### src/rtl/core/assert_macros.svh
// Concurrent assertion helpers shared by the RTL.
`ifndef ASSERT_MACROS_SVH
`define ASSERT_MACROS_SVH

// cond must hold at every clock edge outside reset.
`define ASSERT_ALWAYS(label, clk, rst, cond, msg) \
   label: assert property (@(posedge clk) disable iff (rst) (cond)) \
      else $error(msg);

// cons must hold in the same cycle as ante.
`define ASSERT_IMPLY(label, clk, rst, ante, cons, msg) \
   label: assert property (@(posedge clk) disable iff (rst) (ante) |-> (cons)) \
      else $error(msg);

`endif

### src/rtl/core/tppf_pkg.sv
`default_nettype none

package tppf_pkg;

   localparam int unsigned BYTE_W  = 8;
   localparam int unsigned PORT_W  = 16;
   localparam int unsigned COUNT_W = 7;
   localparam int unsigned CAUSE_W = 3;
   localparam int unsigned CSR_IDX_W = 2;

   localparam logic [COUNT_W-1:0] ETH_HDR_LEN = 7'd14;
   localparam logic [COUNT_W-1:0] ETH_TYPE_HI = 7'd12;
   localparam logic [COUNT_W-1:0] ETH_TYPE_LO = 7'd13;
   localparam logic [COUNT_W-1:0] IP_PROTO_POS = 7'd23;
   localparam logic [COUNT_W-1:0] IP_MIN_END  = 7'd34;
   localparam logic [COUNT_W-1:0] TCP_HDR_LEN = 7'd20;
   localparam logic [COUNT_W-1:0] COUNT_MAX   = 7'd127;

   localparam logic [15:0] ETHERTYPE_IPV4 = 16'h0800;
   localparam logic [7:0]  PROTO_TCP      = 8'd6;

   localparam logic [PORT_W-1:0] PORT_A_RESET = 16'd1234;
   localparam logic [PORT_W-1:0] PORT_B_RESET = 16'd80;

   localparam logic [CSR_IDX_W-1:0] CSR_PORT_A = 2'd0;
   localparam logic [CSR_IDX_W-1:0] CSR_PORT_B = 2'd1;

   localparam logic [CAUSE_W-1:0] CAUSE_MATCH     = 3'd0;
   localparam logic [CAUSE_W-1:0] CAUSE_SHORT_ETH = 3'd1;
   localparam logic [CAUSE_W-1:0] CAUSE_NOT_IPV4  = 3'd2;
   localparam logic [CAUSE_W-1:0] CAUSE_SHORT_IP  = 3'd3;
   localparam logic [CAUSE_W-1:0] CAUSE_NOT_TCP   = 3'd4;
   localparam logic [CAUSE_W-1:0] CAUSE_SHORT_TCP = 3'd5;
   localparam logic [CAUSE_W-1:0] CAUSE_MISMATCH  = 3'd6;

   typedef struct packed {
      logic [BYTE_W-1:0] data;
      logic              last;
   } beat_type;

endpackage

`default_nettype wire

### src/rtl/core/tcp_port_pair_packet_filter_top.sv
// Channel | Direction | Handshake           | Payload
// req_    | in        | req_valid/req_stall | req_frame_byte, req_frame_end
// rsp_    | out       | rsp_valid/rsp_stall | rsp_drop, rsp_cause, rsp_seen_*_port
// csr_    | in        | csr_valid/csr_ready | csr_index, csr_wdata
//
// One byte per cycle unless a final byte waits on a stalled rsp_; rsp_valid rises
// after the last beat passes the input register and its verdict the result register.
// Reset (synchronous, active high) clears frame state and loads the default ports.
// A stall on rsp_ holds the pipe only when a final byte waits for the result
// register; other bytes keep flowing into the frame state.
`default_nettype none

`include "assert_macros.svh"

module tcp_port_pair_packet_filter_top (
   input  wire                              clock,
   input  wire                              reset,
   input  wire                              req_valid,
   output logic                             req_stall,
   input  wire  [tppf_pkg::BYTE_W-1:0]      req_frame_byte,
   input  wire                              req_frame_end,
   output logic                             rsp_valid,
   input  wire                              rsp_stall,
   output logic                             rsp_drop,
   output logic [tppf_pkg::CAUSE_W-1:0]     rsp_cause,
   output logic [tppf_pkg::PORT_W-1:0]      rsp_seen_src_port,
   output logic [tppf_pkg::PORT_W-1:0]      rsp_seen_dst_port,
   input  wire                              csr_valid,
   output logic                             csr_ready,
   input  wire  [tppf_pkg::CSR_IDX_W-1:0]   csr_index,
   input  wire  [tppf_pkg::PORT_W-1:0]      csr_wdata
);
   import tppf_pkg::*;

   logic [PORT_W-1:0]  port_a_ff, port_b_ff;

   logic               in_valid_ff, in_valid_in;
   beat_type           in_beat_ff, in_beat_in;

   logic [COUNT_W-1:0] count_ff, count_in;
   logic [15:0]        ether_type_ff, ether_type_in;
   logic [3:0]         ihl_ff, ihl_in;
   logic [7:0]         proto_ff, proto_in;
   logic [PORT_W-1:0]  src_ff, src_in;
   logic [PORT_W-1:0]  dst_ff, dst_in;

   logic               out_valid_ff, out_valid_in;
   logic               drop_ff, drop_in;
   logic [CAUSE_W-1:0] cause_ff, cause_in;
   logic [PORT_W-1:0]  seen_src_ff, seen_src_in;
   logic [PORT_W-1:0]  seen_dst_ff, seen_dst_in;

   logic               out_free, fire, load;
   logic [COUNT_W-1:0] pos, len, off;
   logic [BYTE_W-1:0]  b;
   logic               fwd, back;

   // csr
   assign csr_ready = 1'b1;

   always_ff @(posedge clock) begin
      if (reset) begin
         port_a_ff <= PORT_A_RESET;
         port_b_ff <= PORT_B_RESET;
      end else if (csr_valid && csr_ready) begin
         case (csr_index)
            CSR_PORT_A: port_a_ff <= csr_wdata;
            CSR_PORT_B: port_b_ff <= csr_wdata;
            default: ;
         endcase
      end
   end

   // handshake
   assign out_free  = !out_valid_ff || !rsp_stall;
   assign fire      = in_valid_ff && (!in_beat_ff.last || out_free);
   assign load      = !in_valid_ff || fire;
   assign req_stall = !load;

   always_comb begin
      in_valid_in = in_valid_ff;
      in_beat_in  = in_beat_ff;
      if (load) begin
         in_valid_in     = req_valid;
         in_beat_in.data = req_frame_byte;
         in_beat_in.last = req_frame_end;
      end
   end

   // parse and verdict
   always_comb begin
      b    = in_beat_ff.data;
      pos  = count_ff;
      ether_type_in = ether_type_ff;
      ihl_in   = ihl_ff;
      proto_in = proto_ff;
      src_in   = src_ff;
      dst_in   = dst_ff;
      count_in = count_ff;

      if (pos == ETH_TYPE_HI)  ether_type_in[15:8] = b;
      if (pos == ETH_TYPE_LO)  ether_type_in[7:0]  = b;
      if (pos == ETH_HDR_LEN)  ihl_in = b[3:0];
      if (pos == IP_PROTO_POS) proto_in = b;

      off = ETH_HDR_LEN + {1'b0, ihl_in, 2'b00};
      if (pos == off)         src_in[15:8] = b;
      if (pos == off + 7'd1)  src_in[7:0]  = b;
      if (pos == off + 7'd2)  dst_in[15:8] = b;
      if (pos == off + 7'd3)  dst_in[7:0]  = b;

      len = (pos == COUNT_MAX) ? COUNT_MAX : pos + 7'd1;
      count_in = len;

      fwd  = (src_in == port_a_ff) && (dst_in == port_b_ff);
      back = (src_in == port_b_ff) && (dst_in == port_a_ff);

      drop_in     = 1'b0;
      cause_in    = CAUSE_MATCH;
      seen_src_in = '0;
      seen_dst_in = '0;
      if (len < ETH_HDR_LEN) begin
         drop_in  = 1'b1;
         cause_in = CAUSE_SHORT_ETH;
      end else if (ether_type_in != ETHERTYPE_IPV4) begin
         cause_in = CAUSE_NOT_IPV4;
      end else if (len < IP_MIN_END) begin
         drop_in  = 1'b1;
         cause_in = CAUSE_SHORT_IP;
      end else if (proto_in != PROTO_TCP) begin
         cause_in = CAUSE_NOT_TCP;
      end else if (len < off + TCP_HDR_LEN) begin
         drop_in  = 1'b1;
         cause_in = CAUSE_SHORT_TCP;
      end else begin
         seen_src_in = src_in;
         seen_dst_in = dst_in;
         if (!(fwd || back)) begin
            drop_in  = 1'b1;
            cause_in = CAUSE_MISMATCH;
         end
      end

      if (in_beat_ff.last) begin
         count_in      = '0;
         ether_type_in = '0;
         ihl_in        = '0;
         proto_in      = '0;
         src_in        = '0;
         dst_in        = '0;
      end
   end

   assign out_valid_in = (fire && in_beat_ff.last) ? 1'b1 : (out_valid_ff && rsp_stall);

   always_ff @(posedge clock) begin
      if (reset) begin
         in_valid_ff   <= 1'b0;
         out_valid_ff  <= 1'b0;
         count_ff      <= '0;
         ether_type_ff <= '0;
         ihl_ff        <= '0;
         proto_ff      <= '0;
         src_ff        <= '0;
         dst_ff        <= '0;
      end else begin
         in_valid_ff  <= in_valid_in;
         out_valid_ff <= out_valid_in;
         if (fire) begin
            count_ff      <= count_in;
            ether_type_ff <= ether_type_in;
            ihl_ff        <= ihl_in;
            proto_ff      <= proto_in;
            src_ff        <= src_in;
            dst_ff        <= dst_in;
         end
      end
   end

   always_ff @(posedge clock) begin
      in_beat_ff <= in_beat_in;
      if (fire && in_beat_ff.last) begin
         drop_ff     <= drop_in;
         cause_ff    <= cause_in;
         seen_src_ff <= seen_src_in;
         seen_dst_ff <= seen_dst_in;
      end
   end

   assign rsp_valid         = out_valid_ff;
   assign rsp_drop          = drop_ff;
   assign rsp_cause         = cause_ff;
   assign rsp_seen_src_port = seen_src_ff;
   assign rsp_seen_dst_port = seen_dst_ff;

   `ASSERT_IMPLY(a_drop_cause, clock, reset, out_valid_ff,
      drop_ff == (cause_ff == CAUSE_SHORT_ETH || cause_ff == CAUSE_SHORT_IP ||
                  cause_ff == CAUSE_SHORT_TCP || cause_ff == CAUSE_MISMATCH),
      "drop flag disagrees with cause")
   `ASSERT_IMPLY(a_ports_zero, clock, reset,
      out_valid_ff && cause_ff != CAUSE_MATCH && cause_ff != CAUSE_MISMATCH,
      seen_src_ff == '0 && seen_dst_ff == '0,
      "ports reported for a frame that never reached them")
   `ASSERT_IMPLY(a_frame_clear, clock, reset,
      !$past(reset) && $past(fire && in_beat_ff.last),
      count_ff == '0 && ihl_ff == '0 && src_ff == '0 && dst_ff == '0,
      "frame state not cleared after final byte")
   `ASSERT_IMPLY(a_stall_cause, clock, reset, req_stall,
      in_valid_ff && in_beat_ff.last && out_valid_ff && rsp_stall,
      "input stalled without a blocked final byte")

endmodule

`default_nettype wire

### config.mk
export PLATFORM = sky130hd
export DESIGN_NAME = tcp_port_pair_packet_filter_top
export DESIGN_NICKNAME = d
export VERILOG_FILES = /design/src/rtl/core/tppf_pkg.sv /design/src/rtl/core/tcp_port_pair_packet_filter_top.sv
export VERILOG_INCLUDE_DIRS = /design/src /design/src/rtl/core
export SDC_FILE = /design/constraint.sdc
export NUM_CORES = 1
export LEC_CHECK = 0
export ABC_AREA = 1
export BUFFER_PORTS_ARGS = -buffer_cell sky130_fd_sc_hd__buf_2
export CAP_MARGIN = 20
export CORE_UTILIZATION = 40
export DETAILED_ROUTE_END_ITERATION = 8
export MAX_ROUTING_LAYER = met4
export SYNTH_ARGS = -nofsm -noshare
export SYNTH_HDL_FRONTEND = slang
export SYNTH_SLANG_ARGS = --single-unit
### constraint.sdc
create_clock -name clock -period 4.2 [get_ports clock]
set_clock_uncertainty 0.1 [all_clocks]
set_input_delay 0.42 -clock clock [delete_from_list [all_inputs] [get_ports clock]]
set_output_delay 0.42 -clock clock [all_outputs]
set_load 0.01 [all_outputs]
# --- Word-level counts from Yosys, hierarchy flattened ---
# Cells that the tools add are included.
classes:
  addsub: 6
  eq_ne: 16
  div_mod_pow: 0
  muxes: 26
  n_reduce_logical: 19
  bitwise: 0
  n_shift: 0
  order_cmp: 3
  multipliers: 0
ops:
  columns: ["op", "count"]
  rows:
  - ["$eq 16x16->1", 4]
  - ["$mux 8", 8]
  - ["$mux 16", 3]
  - ["$eq 7x7->1", 4]
  - ["$eq 7x4->1 const B", 3]
  - ["$ne 16x12->1 const B", 1]
  - ["$add 7x1->7 const B", 2]
  - ["$add 7x2->7 const B", 2]
  - ["$mux 7", 2]
  - ["$mux 3", 3]
  - ["$mux 4", 2]
  - ["$ne 8x3->1 const B", 1]
  - ["$add 4x6->7 const A", 1]
  - ["$add 7x5->7 const B", 1]
  - ["$eq 7x5->1 const B", 1]
  - ["$eq 7x7->1 const B", 1]
  - ["$lt 7x4->1 const B", 1]
  - ["$lt 7x6->1 const B", 1]
  - ["$lt 7x7->1", 1]
  - ["$mux 1", 6]
  - ["$logic_and 1x1->1", 5]
  - ["$logic_not 1->1", 5]
  - ["$reduce_or 5->1", 1]
  - ["$logic_or 1x1->1", 4]
  - ["other kinds (5)", 7]
word_totals:
  latch_bits: 0
  romBits: 0
  word_cells: 87
  inputBits: 32
  ramBits: 0
  register_bits: 146
  out_inout_bits: 39
  n_memories: 0

# --- Logic depth before layout (Yosys ltp) ---
depth:
  word_depth: 14
  ltp_mapped: 31
  mapped_depth_nobuf: 30

# --- Worst setup path before layout ---
# Ideal clock, no wire load.
synth_timing:
  path_kind: "reg-to-reg"
  start: "register count_ff[0]"
  end: "register drop_ff, in the netlist rsp_drop (data pin)"
  period_less_slack_ns: 3.424
  n_path_buf: 1
  setup_ns: 0.252
  path_stages_with_launch: 30
  path_slack_ns: 0.776
  t_arrival_ns: 3.071
  required_time_ns: 3.848
  cell_sequence: "dfxtp_1 -> inv_1 -> ha_1 -> nand3_4 -> o21bai_1 -> nand2_2 -> ha_1 -> inv_1 -> nand3_1 -> nand2_1 -> nand3_1 -> nor2_4 -> nand2_4 -> buf_6 -> nand2_1 -> nand2_1 -> nand2_1 -> nand2_1 -> nor2_1 -> nand2_1 -> nor2_1 -> nand2_1 -> nor2_1 -> nand3_1 -> nand2_1 -> nand2_1 -> nand2_1 -> nand2_1 -> nand2_1 -> nand2_1"
synth_via:
  elab_chain_cells: 14
  word_cells_on_any_way: 41
  cone_classes: "add/sub: 6; order compare: 3; eq/ne: 15; mux: 14; reduce/logical: 3"
synth_lines:
  columns: ["element", "line_no", "source"]
  rows:
  - ["start: declaration", "tcp_port_pair_packet_filter_top.sv:40", "logic [COUNT_W-1:0] count_ff, count_in;"]
  - ["start signal: assignment", "tcp_port_pair_packet_filter_top.sv:170", "count_ff <= count_in;"]
  - ["$eq 7x4->1", "tcp_port_pair_packet_filter_top.sv:103", "if (pos == ETH_HDR_LEN) ihl_in = b[3:0];"]
  - ["$mux 4", "tcp_port_pair_packet_filter_top.sv:103", null]
  - ["$add 4x6->7", "tcp_port_pair_packet_filter_top.sv:106", "off = ETH_HDR_LEN + {1'b0, ihl_in, 2'b00};"]
  - ["$add 7x1->7, or another cell as far along", "tcp_port_pair_packet_filter_top.sv:108", "if (pos == off + 7'd1) src_in[7:0] = b;"]
  - ["$eq 7x7->1 (on tied branches)", "tcp_port_pair_packet_filter_top.sv:108, tcp_port_pair_packet_filter_top.sv:109, tcp_port_pair_packet_filter_top.sv:110", null]
  - ["$mux 8 (on tied branches)", "tcp_port_pair_packet_filter_top.sv:108, tcp_port_pair_packet_filter_top.sv:109, tcp_port_pair_packet_filter_top.sv:110", null]
  - ["$eq 16x16->1 (on tied branches)", "tcp_port_pair_packet_filter_top.sv:115, tcp_port_pair_packet_filter_top.sv:116", null]
  - ["$logic_and 1x1->1 (on tied branches)", "tcp_port_pair_packet_filter_top.sv:115, tcp_port_pair_packet_filter_top.sv:116", null]
  - ["$logic_or 1x1->1", "tcp_port_pair_packet_filter_top.sv:138", "if (!(fwd || back)) begin"]
  - ["$mux 1", "tcp_port_pair_packet_filter_top.sv:138", null]
  - ["$mux 1", "tcp_port_pair_packet_filter_top.sv:132", "end else if (len < off + TCP_HDR_LEN) begin"]
  - ["$mux 1", "tcp_port_pair_packet_filter_top.sv:130", "end else if (proto_in != PROTO_TCP) begin"]
  - ["$mux 1", "tcp_port_pair_packet_filter_top.sv:127", "end else if (len < IP_MIN_END) begin"]
  - ["$mux 1", "tcp_port_pair_packet_filter_top.sv:125", "end else if (ether_type_in != ETHERTYPE_IPV4) begin"]
  - ["end signal: assignment", "tcp_port_pair_packet_filter_top.sv:183", "drop_ff <= drop_in;"]
  - ["end: declaration", "tcp_port_pair_packet_filter_top.sv:48", "logic drop_ff, drop_in;"]
# Several ways; a longest one is shown, not always the timed one.
# A chain may end at the register's enable or synchronous reset.

# --- Worst setup path in the final report ---
# Same ends and word-level chain as after synthesis.

==> results.cfg <==
[logic_synthesis]
ys_warn_count = 0
synth_edf_count = 45
synthesis.area_sq_um = 8130
ys.flop_type = dfxtp_1
ys_types = 38
synth_seq_cells = 146
synth_nets = 1221
avgSynthCellArea_sq_um = 6.89
synth_seq_area_share_pct = 41.5
ys_async_sr_fraction_pct = 0
netlist_instances = 1179

[sta]
tightestPinTransition_ps = 958
tns_ps = 0
slew_headroom_pct = 36.0
drv_slew = 0
fin_crit_ps = 3950
setup_violations = 0
rsz0062_at_grt = no
finalHoldViolations = 0
clock.fmax_mhz = 253
fin_crit_sh_pct = 94.0

[detailed_routing]
vias_per_cell = 5.18
wl_per_cell_microns = 15.9
ant_nets = 0
drcViolationCount = 0
dr_total_vias = 7999
first_pass_iters = 5
drtIter0Drc = 737
routed_wl_microns = 24600

[floorplanning]
fp-row-count = 51
io_pins = 71
coreArea_sq_um = 19700
fp.dieW_microns = 145
design.die.area_sq_um = 20900
die_y_microns = 145
start_util_pct = 41.2

[worst_setup_path]
crit_type = flip-flop to flip-flop
critical_path.cell_chain = inv_1 > ha_2 > nand3_4 > o21bai_2 > nand2_2 > inv_1 > nand2_1 > a21o_1 > nor2_1 > buf_4 > nand4_1 > nand2_2 > nand2_1 > nand2_1 > nand3b_1 > nor2_2 > nand3_1 > nand2_1 > nand2_1 > nand2_1 > nand2_1 > nand2_1 > nand2_1
arrival_ps = 4040
cp_max_fo = 8
cp_common_cell = nand2_1
required_ps = 4300
r2r_start = count_ff[0]
startpoint = count_ff[0]
crit_path_end = rsp_drop
slowest_delay_ps = 480
ff2ff_setup_slack_ps = 250
cpMaxStageDelayCell = nor2_1
ff2ff_path_depth = 23
start_kind = flip-flop
timing.rr.end = rsp_drop
endpoint_kind = flip-flop

[global_route]
antenna_found_initial = 0
grt_pass1_vias = 6986
grt_use_total_pct = 24.7
grt_max_degree = 69
grt_pass1_wl_microns = 37400
grt_overflow = 0

[worst_hold_path]
hold_path_class = input pin to flip-flop
hold_start = req_frame_end

[finish]
final_cell_mix = nand2_1, nand3_1, inv_1
diodes = 0
final_common_cell = nand2_1
fin_nets = 1307
area_delta_synth_final_pct = 19.2
drive_above_1_share_pct = 16.2
utilization_pct = 49.1

[cts]
cts_max_level = 4
ctsRootBufferMaster = clkbuf_16
cts-buffers-inserted = 17
insertion_delay_ps = 440
clk_pin_slew_ps = 60
cts_hold_buf = 0
cts_tree = yes
clkSinkCount = 146
cts.path.max_buffers = 2

[pwr]
p_int_w = 0.00247
power_switching_share_pct = 24.3
max-vdd-ir-drop_mv = 0.269
powerDensity_nw_per_um2 = 337
p_comb_share_pct = 6.1
seq_power_share_pct = 46.0
p_switching_w = 0.000793
p_clk_share_pct = 47.9
leakagePower_nw = 4.15

[placed_design]
dpl.hpwl_microns = 17000
portBuffers = 69
place_congestion = 0.948

[job]
maxCapViolations = 0

[run_status]
status = finished clean
cell usage after synthesis, types with 6 or more instances:
master,n,area (sq um)
a21oi_1,102,510
buf_2,6,30.0
clkbuf_1,35,131
dfxtp_1,101,2020
edfxtp_1,45,1350
ha_1,10,125
inv_1,129,484
nand2_1,352,1320
nand2_2,19,119
nand3_1,144,721
nand3_2,6,60.1
nand4_1,28,175
nor2_1,88,330
o211ai_1,7,52.6
o21ai_0,51,255
or2_2,6,37.5
kinds of logic (layout without fill, tap and decap cells):
kind of cell | count (synthesis) | after routing | synth area share [%]
compound gates | 174 | 174 | 11.3
xor+xnor | 6 | 6 | 0.647
fa+ha+maj | 10 | 10 | 1.54
buf+inv | 180 | 277 | 9.01
flops | 146 | 146 | 41.5
other cells | 1 | 1 | 0.0461
simple gates | 662 | 664 | 35.9
worst max-delay path, delay by kind of cell (launching register included):
family,cells,cell delay [ps]
AO/OA/AOI/OAI,2,390
adder cells (fa/ha/maj),1,240
buffers and inverters,3,500
flip-flops,1,340
AND/OR/NAND/NOR,17,2120
cell type report:
cell class / instances / area, sq um
Fill cell: 1959 / 10000
Multi-Input combinational cell: 855 / 4140
Sequential cell: 146 / 3380
Timing Repair Buffer: 115 / 763
Inverter: 130 / 488
Clock buffer: 20 / 437
Tap cell: 265 / 332
Clock inverter: 12 / 155
power by group through the flow:
stage | combinational [W] | clock (W) | sequential, W
final | 0.000201 | 0.00156 | 0.00150
after global routing | 0.000221 | 0.00163 | 0.00150
after CTS | 0.000196 | 0.00158 | 0.00150
after detailed placement | 0.000195 | 0 | 0.00153
after global placement | 0.000194 | 0 | 0.00153
after floorplan | 0.000115 | 0 | 0.00152
how the worst min path moves through the flow:
stage	end	slack, ps	cells past startpoint
after floorplan	ihl_ff[3]	340	2
after global placement	ether_type_ff[9]	350	2
after detailed placement	ether_type_ff[7]	350	2
after CTS	in_beat_ff[0]	50	1
after global routing	b[3]	50	1
final	in_beat_ff[0]	50	1
timing repair:
action | CTS | global route
setup endpoints to repair | 0 | 3
setup buffers | 0 | 13
hold endpoints to repair | 0 | 0
gates resized for setup | 0 | 28
state kept, by name, indices dropped and copies added (netlist names), 8 cells and up:
| signal | cells |
|---|---|
| dst_ff | 16 |
| ether_type_ff | 16 |
| port_a_ff | 16 |
| port_b_ff | 16 |
| rsp_seen_dst_port | 16 |
| rsp_seen_src_port | 16 |
| src_ff | 16 |
| b | 8 |
| proto_ff | 8 |
metrics by stage:
step	area, sq um	total power (W)	setup WS (ps)	hold slack [ps]	cells
2_1_floorplan	8130	0.00164	776	342	1179
3_3_place_gp	8820	0.00173	166	348	1495
3_5_place_dp	8820	0.00173	74.8	353	1495
4_1_cts	9410	0.00327	57.6	46.7	1527
5_1_grt	9690	0.00336	1.91	49.7	1543
6_report	9690	0.00327	254	51.7	1543
layer usage:
| metal | track usage [%] | wire (microns) | up-vias |
|---|---|---|---|
| li1 | - | - | 4037 |
| met1 | 33.6 | 11800 | 3702 |
| met2 | 36.5 | 10800 | 221 |
| met3 | 4.14 | 1430 | 39 |
| met4 | 9.31 | 609 | 0 |
| met5 | - | 0 | - |
(Power assumes the default switching activity.)
